<file path="src/rtl/core/rmq_pkg.sv">
// Package for the rotation matrix to quaternion block.
// Holds the case codes and the per-item control struct; no dependencies.
`default_nettype none
package rmq_pkg;
  // Which component is taken from the square root.
  typedef enum logic [1:0] {
    SEL_X = 2'd0,
    SEL_Y = 2'd1,
    SEL_Z = 2'd2,
    SEL_W = 2'd3
  } sel_t;

  // Control carried along the cell chain with each item.
  typedef struct packed {
    logic vld;
    sel_t sel;
  } ctl_t;
endpackage
`default_nettype wire

</file>
<file path="src/rtl/core/rmq_sqrt_cell.sv">
// One cell of the square root chain: retires one result bit per cycle.
// Depends on rmq_pkg for the control struct.
`default_nettype none
module rmq_sqrt_cell #(
  parameter int RW = 40,
  parameter int DW = 18,
  parameter int K  = 0
) (
  input  wire logic                 clk,
  input  rmq_pkg::ctl_t             ctl_i,
  input  wire logic [RW-1:0]        rem_i,
  input  wire logic [RW-1:0]        res_i,
  input  wire logic signed [DW-1:0] d0_i,
  input  wire logic signed [DW-1:0] d1_i,
  input  wire logic signed [DW-1:0] d2_i,
  output rmq_pkg::ctl_t             ctl_o,
  output logic [RW-1:0]             rem_o,
  output logic [RW-1:0]             res_o,
  output logic signed [DW-1:0]      d0_o,
  output logic signed [DW-1:0]      d1_o,
  output logic signed [DW-1:0]      d2_o
);
  import rmq_pkg::*;

  localparam logic [RW-1:0] BIT = {{(RW-1){1'b0}}, 1'b1} << (2*K);

  logic [RW-1:0] trial;
  logic [RW-1:0] rem_nxt;
  logic [RW-1:0] res_nxt;

  // Restoring step of the digit-by-digit root.
  always_comb begin
    trial = res_i + BIT;
    if (rem_i >= trial) begin
      rem_nxt = rem_i - trial;
      res_nxt = (res_i >> 1) + BIT;
    end else begin
      rem_nxt = rem_i;
      res_nxt = res_i >> 1;
    end
  end

  // Payload registers move to the next cell every cycle.
  always_ff @(posedge clk) begin
    ctl_o <= ctl_i;
    rem_o <= rem_nxt;
    res_o <= res_nxt;
    d0_o  <= d0_i;
    d1_o  <= d1_i;
    d2_o  <= d2_i;
  end
endmodule
`default_nettype wire

</file>
<file path="config.mk">
export PLATFORM = sky130hd
export DESIGN_NAME = rmq_sqrt_cell
export DESIGN_NICKNAME = d
export VERILOG_FILES = /design/src/rtl/core/rmq_pkg.sv /design/src/rtl/core/rmq_sqrt_cell.sv
export SDC_FILE = /design/constraint.sdc
export NUM_CORES = 1
export LEC_CHECK = 0
export ABC_AREA = 1
export BUFFER_PORTS_ARGS = -buffer_cell sky130_fd_sc_hd__buf_2
export CAP_MARGIN = 40
export CORE_MARGIN = 3
export CORE_UTILIZATION = 40
export DETAILED_ROUTE_END_ITERATION = 8
export PLACE_DENSITY_LB_ADDON = 0.08
export SYNTH_ARGS = -nofsm -noshare
export SYNTH_HDL_FRONTEND = slang
export SYNTH_SLANG_ARGS = --single-unit
</file>
<file path="constraint.sdc">
create_clock -name clk -period 9.8 [get_ports clk]
set_input_delay 1.47 -clock clk [delete_from_list [all_inputs] [get_ports clk]]
set_output_delay 1.47 -clock clk [all_outputs]
set_load 0.02 [all_outputs]
</file>
==> run metrics <==
final hold violations=0; routability cong.=0.950; Mapped Area=8450 um^2; crit path to=res_o[9]; detailed placer's ending HPWL=26,400 um; commonest cells in the netlist=508 x nand2_1, 177 x inv_1, 137 x dfxtp_1; Rel. slew slack=0.438; drt drc=0; register area share after synthesis=0.325; synthesized area per cell=6.45 um^2; setup violators final=0; syn nets=1,491; GR peak layer=met2; met3 Usage GRT=0.0560; Leak=5.71 nW; peak supply drop=99.6 uV; total core area=20,500 um^2; critical path startpoint category=input port; DR pass1 iterations=6; minimum clock period=5.80 ns; post-synthesis cell type count=35; TNS Setup=0 ns; wirelength, routed=31,700 um; starting DRC count in detailed routing=640; GRT overflow=0; Initial Utilization=0.412; Critical Path RT=10.13 ns; antenna violations before repair=0; Die Width=151 um; RSZ-0062 raised after global routing=no; fin. max-slew vios=0; Max-cap violations=0; Post-CTS Resized=0; final hold slack=1.13 ns; CTS tree=built; antenna-violating nets left=0; largest fanout on the critical path=61; synthesized instance count=1,310; largest net degree at the start of global routing=62; outcome=completed; I/O Buffers=274; CP Capture Type=register; Area growth syn-to-layout=25.6%; fraction of layout cells with a size suffix above 1=0.211; first-pass GRT wire length=46,500 um; Via density=4.86; achievable frequency=172 MHz; GRT met2 Usage=0.439; most frequent cell after synthesis=nand2_1; Die H=151 um; Synth area leader=dfxtp_1; DR WL/cell=16.9 um; DR vias=9,080; vias in the first global route=8,249; Site Rows=52; critical path class=input port to register; Ys Warns=0; cts bufs inserted=17; Data arrival, critical path=6.13 ns; Crit. Startpoint=res_i[1]; clk sink count=137; type of the tightest min-delay check=input port to register; flops & latches, synth=137; buffer count from post-CTS setup fixing=0; root buf cell=clkbuf_16; grt met1 use=0.367; PD cells=171 nW/um^2; antenna cell count=0; most area-consuming cells after synthesis=dfxtp_1 32%, nand2_1 23%, xor2_1 8.6%; # H-tree levels=4; clock slew at reported path FFs=0.07 ns; Least-Margin Pin Slew=0.835 ns; net count of the finished layout=1,768; Hold Buf Count CTS=0; number of synthesized flops with an enable pin=0; Synth top area share=0.325; count of boundary I/O pins=275; Primary FF master, synth=dfxtp_1; Clock Path Buffers=2; Die ar.=22,900 um^2; Post-synth ARST share=0; final critical-path share of the clock period=0.592; gr usage total=0.270
[flip-flops by register name, indices dropped and copies added, names as in the netlist]
signal and flops:
rem_o 40, res_o 40, d0_o 18, d1_o 18, d2_o 18, ctl_o 3
[routing by layer]
metal  vias to the layer above  share of wire
met5                         -              0
met4                         0          0.020
met3                        35          0.094
met2                       452           0.45
met1                      3992           0.43
li1                       4601              -
[stage by stage]
stage / power, W / setup slack, ns / area (um^2) / std cells / util
CTS: 0.00183 / 4.15 / 10600 / 1870 / 0.518
global placement: 0.00116 / 3.74 / 10000 / 1838 / 0.489
finish: 0.00181 / 4.00 / 10600 / 1870 / 0.518
detailed placement: 0.00116 / 3.71 / 10000 / 1838 / 0.489
floorplan: 0.000981 / 5.66 / 8450 / 1310 / -
global route: 0.00191 / 3.70 / 10600 / 1870 / 0.518
[critical path, cell delays in order]
cell and delay (ns):
buf_2 0.21, ha_1 0.36, nand3_2 0.22, inv_1 0.23
nand2_1 0.26, nor2_1 0.28, nand2_1 0.15, xor2_1 0.19
o21ai_0 0.14, ha_1 0.41, inv_1 0.12, o21ai_1 0.26
a21oi_1 0.13, nor3_1 0.25, nor2_2 0.10, nand2_4 0.44
buf_4 0.61, nand2_1 0.10, nand2_1 0.08, nand2_1 0.04
[worst min path at each step]
stage | from | cells after the start | end | slack [ns]
global placement | d1_i[14] | 1 | d1_o[14] | 1.57
global route | d2_i[10] | 1 | d2_o[10] | 1.12
floorplan | ctl_i[0] | 0 | ctl_o[0] | 1.50
CTS | d1_i[9] | 1 | d1_o[9] | 1.12
detailed placement | d1_i[4] | 1 | d1_o[4] | 1.57
finish | d2_i[10] | 1 | d2_o[10] | 1.13
[cell families (layout without fill, tap and decap cells)]
kind of cell | after synthesis | count (layout) | synth area share
AND/OR/NAND/NOR | 763 | 763 | 0.372
buffers and inverters | 201 | 491 | 0.0986
flip-flops | 137 | 137 | 0.325
XOR/XNOR | 89 | 89 | 0.0931
AO/OA/AOI/OAI | 77 | 77 | 0.0469
adder cells (fa/ha/maj) | 43 | 43 | 0.0646
[layout by cell type (no fill, tap or decap), types with 2 or more instances in the layout]
cell type  instances
dfxtp_1          137
clkbuf_16         17
nand3b_1           8
nand3_2            3
nand2_2            7
inv_2              6
inv_1            177
nand4_1           10
inv_8              3
nand3_1           67
nor2_4             3
nor3_1            32
inv_6              5
xnor2_1            5
nor2_1           111
xor2_1            83
o21ai_0           32
a21oi_1           29
o21ai_1           11
buf_2            274
clkinv_4           2
ha_1              42
nor4_1             3
nand2_1          508
nor2_2             9
o21bai_1           3
[report_power, final]
part	internal (W)	leakage (nW)	total, W	switching [W]
combinational	0.000161	4.27	0.000509	0.000348
sequential	0.000622	1.16	0.000640	0.0000177
clock	0.000368	0.291	0.000665	0.000297
[final cells by class]
type	instances	area, um^2
Multi-Input combinational cell	972	4870
Fill cell	2154	9880
Tap cell	270	338
Inverter	184	691
Clock inverter	14	154
Sequential cell	137	2740
Timing Repair Buffer	275	1380
Clock buffer	18	439
(Power assumes the default switching activity.)
