**src/rtl/core/rmq_pkg.sv**
```systemverilog
// Package for the rotation matrix to quaternion block.
// Holds the case codes and the per-item control struct; no dependencies.
`default_nettype none
package rmq_pkg;
  // Which component is taken from the square root.
  typedef enum logic [1:0] {
    SEL_X = 2'd0,
    SEL_Y = 2'd1,
    SEL_Z = 2'd2,
    SEL_W = 2'd3
  } sel_t;

  // Control carried along the cell chain with each item.
  typedef struct packed {
    logic vld;
    sel_t sel;
  } ctl_t;
endpackage
`default_nettype wire

```
**src/rtl/core/rmq_div_cell.sv**
```systemverilog
// One cell of the divider chain: retires one quotient bit per lane per cycle.
// Depends on rmq_pkg for the control struct.
`default_nettype none
module rmq_div_cell #(
  parameter int NW = 48,
  parameter int SW = 20,
  parameter int K  = 0
) (
  input  wire logic          clk,
  input  rmq_pkg::ctl_t      ctl_i,
  input  wire logic [SW-1:0] s_i,
  input  wire logic [2:0]    neg_i,
  input  wire logic [NW-1:0] n0_i,
  input  wire logic [NW-1:0] n1_i,
  input  wire logic [NW-1:0] n2_i,
  input  wire logic [NW-1:0] q0_i,
  input  wire logic [NW-1:0] q1_i,
  input  wire logic [NW-1:0] q2_i,
  output rmq_pkg::ctl_t      ctl_o,
  output logic [SW-1:0]      s_o,
  output logic [2:0]         neg_o,
  output logic [NW-1:0]      n0_o,
  output logic [NW-1:0]      n1_o,
  output logic [NW-1:0]      n2_o,
  output logic [NW-1:0]      q0_o,
  output logic [NW-1:0]      q1_o,
  output logic [NW-1:0]      q2_o
);
  import rmq_pkg::*;

  logic [NW+SW:0] dsh;
  logic [NW-1:0] n_in [3];
  logic [NW-1:0] q_in [3];
  logic [NW-1:0] n_nx [3];
  logic [NW-1:0] q_nx [3];

  // Divisor 2*s shifted to bit position K.
  assign dsh = {{NW{1'b0}}, s_i, 1'b0} << K;
  assign n_in[0] = n0_i;
  assign n_in[1] = n1_i;
  assign n_in[2] = n2_i;
  assign q_in[0] = q0_i;
  assign q_in[1] = q1_i;
  assign q_in[2] = q2_i;

  // Restoring subtract in each of the three lanes.
  always_comb begin
    for (int i = 0; i < 3; i++) begin
      if ({{(SW+1){1'b0}}, n_in[i]} >= dsh) begin
        n_nx[i] = n_in[i] - dsh[NW-1:0];
        q_nx[i] = q_in[i] | ({{(NW-1){1'b0}}, 1'b1} << K);
      end else begin
        n_nx[i] = n_in[i];
        q_nx[i] = q_in[i];
      end
    end
  end

  always_ff @(posedge clk) begin
    ctl_o <= ctl_i;
    s_o   <= s_i;
    neg_o <= neg_i;
    n0_o  <= n_nx[0];
    n1_o  <= n_nx[1];
    n2_o  <= n_nx[2];
    q0_o  <= q_nx[0];
    q1_o  <= q_nx[1];
    q2_o  <= q_nx[2];
  end
endmodule
`default_nettype wire

```
**config.mk**
```make
export PLATFORM = sky130hd
export DESIGN_NAME = rmq_div_cell
export DESIGN_NICKNAME = d
export VERILOG_FILES = /design/src/rtl/core/rmq_pkg.sv /design/src/rtl/core/rmq_div_cell.sv
export SDC_FILE = /design/constraint.sdc
export NUM_CORES = 1
export LEC_CHECK = 0
export BUFFER_PORTS_ARGS = -buffer_cell sky130_fd_sc_hd__buf_4
export CAP_MARGIN = 25
export CORE_AREA = 4 4 243 245
export DETAILED_ROUTE_END_ITERATION = 8
export DIE_AREA = 0 0 247 249
export GPL_TIMING_DRIVEN = 0
export SLEW_MARGIN = 40
export SYNTH_ARGS = -nofsm -noshare
export SYNTH_HDL_FRONTEND = slang
export SYNTH_SLANG_ARGS = --single-unit
```
**constraint.sdc**
```tcl
create_clock -name clk -period 6.2 [get_ports clk]
set_clock_uncertainty 0.2 [all_clocks]
set_input_delay 0.62 -clock clk [delete_from_list [all_inputs] [get_ports clk]]
set_output_delay 0.62 -clock clk [all_outputs]
set_load 0.03 [all_outputs]
```
==> results list <==
- Sequential Area: 6290 um^2
- Leak: about 9.3 nW
- At the pin with the least slew margin, the transition time is about 0.78 ns.
- Synthesized area per cell: about 10 um^2
* Min-delay worst type: input port to flip-flop
- Routed via count: around 12000
- Die Area: 61500 um^2
* First-pass GRT wire length: approximately 80000 um
- For the final routed database, the setup TNS stands at 0 ns.
- Max Transition Viols Final: 0
- Clock tree synthesis found a total of about 310 sinks.
* Average wire per standard cell: 19.9 um
* CTS tree: built
- Kind of end point of the critical path: flip-flop
- The floorplan step defined a core boundary enclosing 57100 um^2.
- For this block, the initial DRC count from the detailed router was just over 700.
- For this run, the number of Yosys warnings is 0.
* Global-route total usage across every layer: ~17%
- Total number of H-tree levels: 2
- Compared with the post-synthesis result, the final layout area differs by 72.3%.
- The number of placed instances, taps included, is ~2600.
- Overflow after GRT: 0
* Final hold viol count: 0
* Post-synthesis cell area: about 12000 um^2
- Setup violations remaining at the end of the flow were counted as 0.
- Of the synthesized area, sequential elements account for a little over half.
- Summed over all nets, the half-perimeter wirelength after detailed placement is between 40000 and 50000 um.
- The tool flagged a number of max-cap violations equal to 0.
* Highest fanout seen on the critical path: 8
- Dividing total power by cell area gives a power density of approximately 290 nW/um^2.
* Setup repair after global routing missed its margin: false
* DRC violation count after routing: 0
- For this run, the leading register cell type out of synthesis is sky130_fd_sc_hd__dfxtp_1.
- Critical path arrival: 4.59 ns
* Standard-cell rows: 88
* Number of resized instances in the post-cts repair step: 0
- Achievable clock frequency: around 230 MHz
- Commonest cells after routing, fill and taps aside: 628 x sky130_fd_sc_hd__buf_4, 314 x sky130_fd_sc_hd__dfxtp_1, 169 x sky130_fd_sc_hd__dlygate4sd3_1
- At the worst endpoint, the required time is around 6.4 ns.
* Yosys cell types: 73
- The number of nets in the synthesized netlist is around 1600.
- Hold WS: 0.0698 ns
- Counting flops with an async set or reset pin after synthesis yields a share of 0%.
- Across the VDD grid, the largest voltage drop is 0.207 mV.
- The library cell used most frequently in the layout, excluding fill and tap cells, is sky130_fd_sc_hd__buf_4.
* Gate count after technology mapping: approximately 1200
* Classification of the worst setup path: input port to flip-flop
- The via count of the first global-routing pass is between 10000 and 15000.
* Largest net degree at the start of global routing: 16
- Die Span X: roughly 250 um
* Met3 layer wire length in the routed design: approximately 4400 um
- TritonCTS created 36 clock buffers.
* Max_slew headroom: between 40% and 50%
* Met1 layer wirelength in the final routing: about 22000 um
* Outcome: completed
* Number of search-and-repair iterations in the first detailed-routing pass: 5
- Y dimension of the die: between 200 and 250 um
- Antenna Nets Post-Route: 0
- After clock tree synthesis, the clock-pin slew on the worst setup and hold paths is roughly 0.060 ns.
- For this configuration, the core starts out at a cell density of about a fifth.
- Counting flops with a built-in enable in the synthesized netlist gives 0.
- DR top layer: met5
* PortBufs: about 630
* I/O pin count: roughly 630
- Buffer levels on the longest clock path: 3
- In the final layout, the share of cells above drive strength 1 is a little over a third.
* Count of hold-fix buffers inserted at cts: 169
* Number of setup buffers added after CTS: 0
- Routed vias/inst: 4.33
* Number of nets in the finished design: ~2400
* Multi-input gate area: between 5000 and 6000 um^2
- After detailed routing, the met2 layer carries between 20000 and 30000 um of wire.
- Final worst-path cycle share: 70.5%
* Synthesized flop and latch total: about 310
* CTS Root Cell: sky130_fd_sc_hd__clkbuf_16
- Fillers: roughly 5600
- Antenna violations before repair: 9
- The routed design could run at a clock period as short as 4.37 ns.
- Routability-driven placement finished with a final weighted congestion of approximately 0.87.
* Final cell count without fillers: around 2800
- For this block, the routed nets add up to between 50000 and 60000 um of wire.
- The worst setup path is launched from an input port.
-- through the flow --
| step | util, % | setup WS (ns) | power, mW | instance area (um^2) |
|---|---|---|---|---|
| 3_3_place_gp | 31.0 | 1.68 | 3.66 | 17700 |
| 3_5_place_dp | 31.0 | 1.85 | 3.67 | 17700 |
| 2_1_floorplan | - | 2.69 | 3.02 | 12000 |
| 5_1_grt | 36.3 | 1.56 | 6.28 | 20700 |
| 4_1_cts | 36.3 | 1.85 | 6.11 | 20700 |
| 6_report | 36.3 | 1.83 | 6.02 | 20700 |
-- power breakdown --
part           internal, mW  switching, mW
Clock                  1.41          0.891
Sequential             2.20         0.0592
Combinational         0.604          0.855
-- sequential cells by signal, indices dropped and copies added (netlist names) --
name and cells:
n1_o 48, ctl_o 3, q2_o 48, s_o 20, q0_o 48, q1_o 48, n0_o 48, n2_o 48
neg_o 3
-- cells by family (layout without fill, tap and decap cells) --
group | count (synthesis) | count (layout) | share of synthesized area [%]
other | 0 | 8 | 0
XOR/XNOR | 128 | 128 | 9.31
AO/OA/AOI/OAI | 238 | 238 | 12.2
AND/OR/NAND/NOR | 376 | 376 | 16.8
adder cells (fa/ha/maj) | 63 | 63 | 6.73
flip-flops | 314 | 314 | 52.2
buffers and inverters | 69 | 931 | 2.35
multiplexers | 4 | 4 | 0.364
-- metal layers --
metal,track usage [%],vias to the layer above
met2,29.7,544
met5,0,-
met4,8.56,2
met1,19.4,5695
li1,-,5868
met3,5.19,131
-- Yosys cell counts (all sizes together), types with 12 or more instances --
master	count	area share (%)
xnor2	57	4.1
or3	13	0.68
xor2	71	5.2
a21o	27	1.7
nand2	104	3.2
nor4	36	2.4
nor2	73	2.3
nand2b	16	0.83
clkbuf	21	0.66
inv	37	1.2
nand4	12	0.62
a21oi	70	2.9
dfxtp	314	52
ha	60	6.2
o21ai	73	3.0
nor3	35	1.5
nand3	33	1.4
-- final cells by class --
type                       count  share of cell area (%)
buffer                        32                   0.694
antenna                        8                  0.0965
tap                          765                    4.61
multi-input combinational    809                    26.5
clock buffer                  45                    5.05
inverter                      37                   0.669
timing repair buffer         796                    30.8
sequential                   314                    30.3
clock inverter                21                    1.25
-- worst paths after layout --
check	start	endpoint	slack, ns	cells past startpoint
min	s_i[0]	s_o[0]	0.07	1
max	s_i[1]	n1_o[43]	1.83	12
-- critical path, stage by stage --
cell and delay (ns):
sky130_fd_sc_hd__dlygate4sd3_1 0.53, sky130_fd_sc_hd__buf_4 0.11, sky130_fd_sc_hd__inv_1 0.18, sky130_fd_sc_hd__fa_1 0.53
sky130_fd_sc_hd__a21oi_1 0.24, sky130_fd_sc_hd__o22ai_1 0.19, sky130_fd_sc_hd__o311a_1 0.38, sky130_fd_sc_hd__a211oi_2 0.56
sky130_fd_sc_hd__a211o_1 0.31, sky130_fd_sc_hd__nor3b_2 0.56, sky130_fd_sc_hd__nand3_1 0.19, sky130_fd_sc_hd__xnor2_1 0.18
Note: power is estimated with default switching activity, not from simulation.
